File: src/sv/isort_pkg.sv
// Shared types and constants for the integer sorter.
package isort_pkg;

  localparam int DATA_W    = 32;
  localparam int DEPTH_DEF = 64;

  // Per-cycle command broadcast to every cell of the chain.
  typedef struct packed {
    logic load;   // insert the broadcast item
    logic drain;  // shift toward the output end
  } cell_ctrl_t;

  typedef enum logic [1:0] {
    ST_LOAD  = 2'b01,
    ST_DRAIN = 2'b10
  } sort_state_t;

endpackage

File: src/sv/isort_cell.sv
// One cell of the insertion chain: holds one element and its valid bit.
module isort_cell
  import isort_pkg::*;
(
  input  logic                     clk,
  input  logic                     rst_n,
  input  cell_ctrl_t               ctrl,
  input  logic signed [DATA_W-1:0] new_value,
  input  logic signed [DATA_W-1:0] left_value,
  input  logic                     left_valid,
  input  logic                     left_keep,
  input  logic signed [DATA_W-1:0] right_value,
  input  logic                     right_valid,
  output logic signed [DATA_W-1:0] value,
  output logic                     valid,
  output logic                     keep
);

  logic signed [DATA_W-1:0] value_r, value_nxt;
  logic                     valid_r, valid_nxt;

  // Held element stays put when it is not above the new one.
  assign keep = valid_r && (value_r <= new_value);

  always_comb begin
    value_nxt = value_r;
    valid_nxt = valid_r;
    if (ctrl.load) begin
      if (!keep) begin
        if (left_keep) begin
          value_nxt = new_value;
          valid_nxt = 1'b1;
        end else begin
          value_nxt = left_value;
          valid_nxt = left_valid;
        end
      end
    end else if (ctrl.drain) begin
      value_nxt = right_value;
      valid_nxt = right_valid;
    end
  end

  always_ff @(posedge clk) begin
    value_r <= value_nxt;
    if (!rst_n) begin
      valid_r <= 1'b0;
    end else begin
      valid_r <= valid_nxt;
    end
  end

  assign value = value_r;
  assign valid = valid_r;

endmodule

File: config.mk
export PLATFORM = sky130hd
export DESIGN_NAME = isort_cell
export DESIGN_NICKNAME = d
export VERILOG_FILES = /design/src/sv/isort_pkg.sv /design/src/sv/isort_cell.sv
export SDC_FILE = /design/constraint.sdc
export NUM_CORES = 1
export LEC_CHECK = 0
export BUFFER_PORTS_ARGS = -buffer_cell sky130_fd_sc_hd__buf_2
export CAP_MARGIN = 25
export CORE_AREA = 4 4 121 94
export CTS_CLUSTER_DIAMETER = 120
export DETAILED_ROUTE_END_ITERATION = 8
export DIE_AREA = 0 0 125 98
export PLACE_DENSITY = 0.49
export SETUP_SLACK_MARGIN = 0.05
export SYNTH_ARGS = -nofsm -noshare
export SYNTH_HDL_FRONTEND = slang
export SYNTH_SLANG_ARGS = --single-unit
File: constraint.sdc
create_clock -name clk -period 9.1 [get_ports clk]
set_clock_uncertainty 0.05 [all_clocks]
set_input_delay 1.365 -clock clk [delete_from_list [all_inputs] [get_ports clk]]
set_output_delay 1.365 -clock clk [all_outputs]
set_load 0.05 [all_outputs]
==> results.txt <==
* Status: finished, final reports clean
* Timing-limited maximum frequency: 195.2 MHz
- Slew at the pin closest to its max-slew limit: roughly 0.67 ns
* Clk buf depth: 2
- Internal reg-to-reg setup slack: 5.98 ns
- The pre-antenna-repair detailed-routing pass consisted of 4 iterations.
- For this configuration, the core starts out at a cell density of 0.2480.
- Leakage: 0.001802 uW
* Worst-skew pair later-pin latency: around 0.28 ns
- The number of nets in the synthesized netlist is roughly 410.
- The worst hold path passes through 3 cells.
- Number of warning messages in the yosys log: 0
- Worst reg2reg startpoint: value[31]
- The worst path meets setup with 3.978 ns of slack.
- The number of hold violations in the final report came to 0.
- Flops & latches, synth: 33
- Global-route usage over all layers: 0.1167
* Quantity of hold-fixing buffers added after cts: 0
* PnR Total Power: ~550 uW
* Maximum level of the CTS H-tree: 2
* Post-layout min period: 5.122 ns
* Crit path launch type: primary input
- Dividing total power by cell area gives a power density of roughly 160 mW/mm2.
* Post-detailed-routing wire length: 7166 um
- For this block, the via count after detailed routing is around 2.4k.
- In this run the count of I/O pins placed on the die edge is 137.
- The number of pins with negative max-slew slack in the final report is 0.
- The worst hold path belongs to the class flop to flop.
- Routability-driven placement finished with a final weighted congestion of roughly 0.72.
- The library cell used most frequently in the layout, excluding fill and tap cells, is buf_2.
- The critical path is of the primary input to primary output type.
- The critical path goes through buf_2 -> inv_1 -> ha_1 -> nand4_2 -> nor4_2 -> nand4_1 -> nor3_1 -> nor4_1 -> or3_1 -> buf_2.
- The detail route stage leaves a number of antenna-violating nets equal to 0.
* Post-synth EDFFs: 32
* Mean Syn Cell Area: 9.342 um2
- IR analysis of the VDD net gives a maximum drop of 0.05802 mV.
* Ys flop type: edfxtp_1
* Average wire per standard cell: 13.20 um
- At the placement stage, the worst setup path has a slack of 3.856 ns.
- Slew margin rel.: 0.5484
* Total of max-cap violations: 0
- The initial antenna violation count was 1.
- Data arrives at the worst endpoint at 3.71 ns.
- Worst R2R End: value[2]
- Cell repeated most along the worst path: buf_2
* Post-detailed-route via-to-cell ratio: between 4 and 5
* TritonCTS clock tree: yes
- At the end of the flow, the number of nets in the layout was 540.
- Setup violations remaining at the end of the flow were counted as 0.
- Fraction of the core area covered by cells at the end of the flow: 0.3476
- Num Clock Sinks: 33
* Signed area change from the synthesized netlist to the final layout: 40.13%
- The die is between 90 and 100 um tall.
- Total clock buffers created by CTS: 5
- Synth Cell Area: 0.002522 mm2
* Die boundary width: roughly 130 um
* Clock transition at the registers of the reported paths: 0.06 ns
- Dividing the final minimum period by the clock period gives 0.5629.
- After clock tree synthesis, the repair step resized 0 gates.
- The number of global-route vias before repair came to about 2.5k.
* Delay contributed by the slowest stage of the critical path: 0.40 ns
- Initial DRC Count: 39
- Synthesized instance count: 270
- Input/output buffers: 136
- # rows: 32
- Of all flip-flops after synthesis, the portion carrying an async set or reset was 0.
- Counting cells, the worst reg-to-reg path comes to 8.
- Setup repair after global routing missed its margin: false
- Post-route DRC violation count: 0
* Floorplan Core Area: 0.01017 mm2
- Share of cells above drive strength 1: 0.3695
- On the final layout, the worst hold slack is 0.6942 ns.
- Startpoint of the lowest-slack hold path: valid
- Final HPWL from detailed placement: 5845 um
- The first global-routing pass estimated 11,750 um of wire.
- Cell at the slowest stage of the critical path: or3_1
- DIE AREA: around 0.012 mm2
- The synthesized netlist contains 32 unique library cells.
- Of all nets on the critical path, the largest fanout is 5.
- The tree is rooted in a clkbuf_16.
* Destination of the worst hold path: valid
- Sum of negative setup slack: 0 ns
- Overflow after GRT: 0
- Number of setup buffers added after CTS: 0
* Critical Path End Type: primary output
- Worst endpoint required time: 7.69 ns
- The share of the Yosys chip area taken by registers is 0.3889.
- In the layout the commonest cells are buf_2, a21oi_1, nor2_1, inv_1.
- Pin count of the biggest net entering global routing: 69
[logic make-up (layout without fill, tap and decap cells)]
family                   Yosys count  in the layout  share of synthesized area
AND/OR/NAND/NOR                   68             68                     0.1270
AO/OA/AOI/OAI                     60             60                     0.1305
buffers and inverters             45            181                    0.06796
flip-flops                        33             33                     0.3889
adder cells (fa/ha/maj)           32             32                     0.1587
multiplexers                      32             32                     0.1270
other                              0              1                          0
[worst max-delay path: cells and delay by family]
| family | cells | cell delay [ns] |
|---|---|---|
| simple gates | 6 | 1.61 |
| fa+ha+maj | 1 | 0.37 |
| buf+inv | 3 | 0.34 |
[per-layer routing]
metal / vias to the layer above / wire, um / track usage / share of wire
met4: 2 / 41 / 0.02250 / 0.0057
met3: 7 / 779 / 0.05194 / 0.11
met5: - / 7 / 0 / 0.00098
met2: 87 / 2998 / 0.1838 / 0.42
li1: 1235 / - / - / -
met1: 1036 / 3338 / 0.1497 / 0.47
[power breakdown]
part / internal, uW / leakage [uW] / switching [uW]
combinational: 62.8 / 0.00141 / 121
clock: 109 / 0.0000712 / 62.8
sequential: 189 / 0.000319 / 8.86
[through the flow]
stage / instance area (um2) / cells
detailed placement: 3358 / 533
finish: 3535 / 543
global route: 3532 / 542
floorplan: 2522 / 270
CTS: 3505 / 541
global placement: 3358 / 533
[area by class of cell]
class                   count  area, um2
flip-flops and latches     33      980.9
clock buffers               8      146.4
well taps                 136      170.2
repair buffers            139      723.2
fillers                  1115       6635
multi-input cells         192       1384
inverters                  34      127.6
diodes                      1      2.502
[flip-flops by register name, indices dropped and copies added, names as in the netlist]
name / count
valid: 1
value: 32
[Yosys cell counts, types with 3 or more instances]
cell	count	area [um2]
inv_1	34	127.6
nand3_1	3	15.01
mux2i_1	32	320.3
nand2_1	12	45.04
ha_1	32	400.4
o21ai_0	7	35.03
nand4_1	5	31.28
clkbuf_1	7	26.28
nor2_1	35	131.4
edfxtp_1	32	960.9
a21oi_1	45	225.2
[worst max path at each step]
stage / from / to / slack, ns / depth (start not counted)
detailed placement: new_value[31] / keep / 3.86 / 10
finish: new_value[31] / keep / 3.98 / 10
global placement: new_value[31] / keep / 3.88 / 10
global route: new_value[31] / keep / 3.67 / 10
floorplan: new_value[17] / value[0] / 4.22 / 8
CTS: new_value[31] / keep / 3.86 / 10
Power figures use the tool's default switching activity.
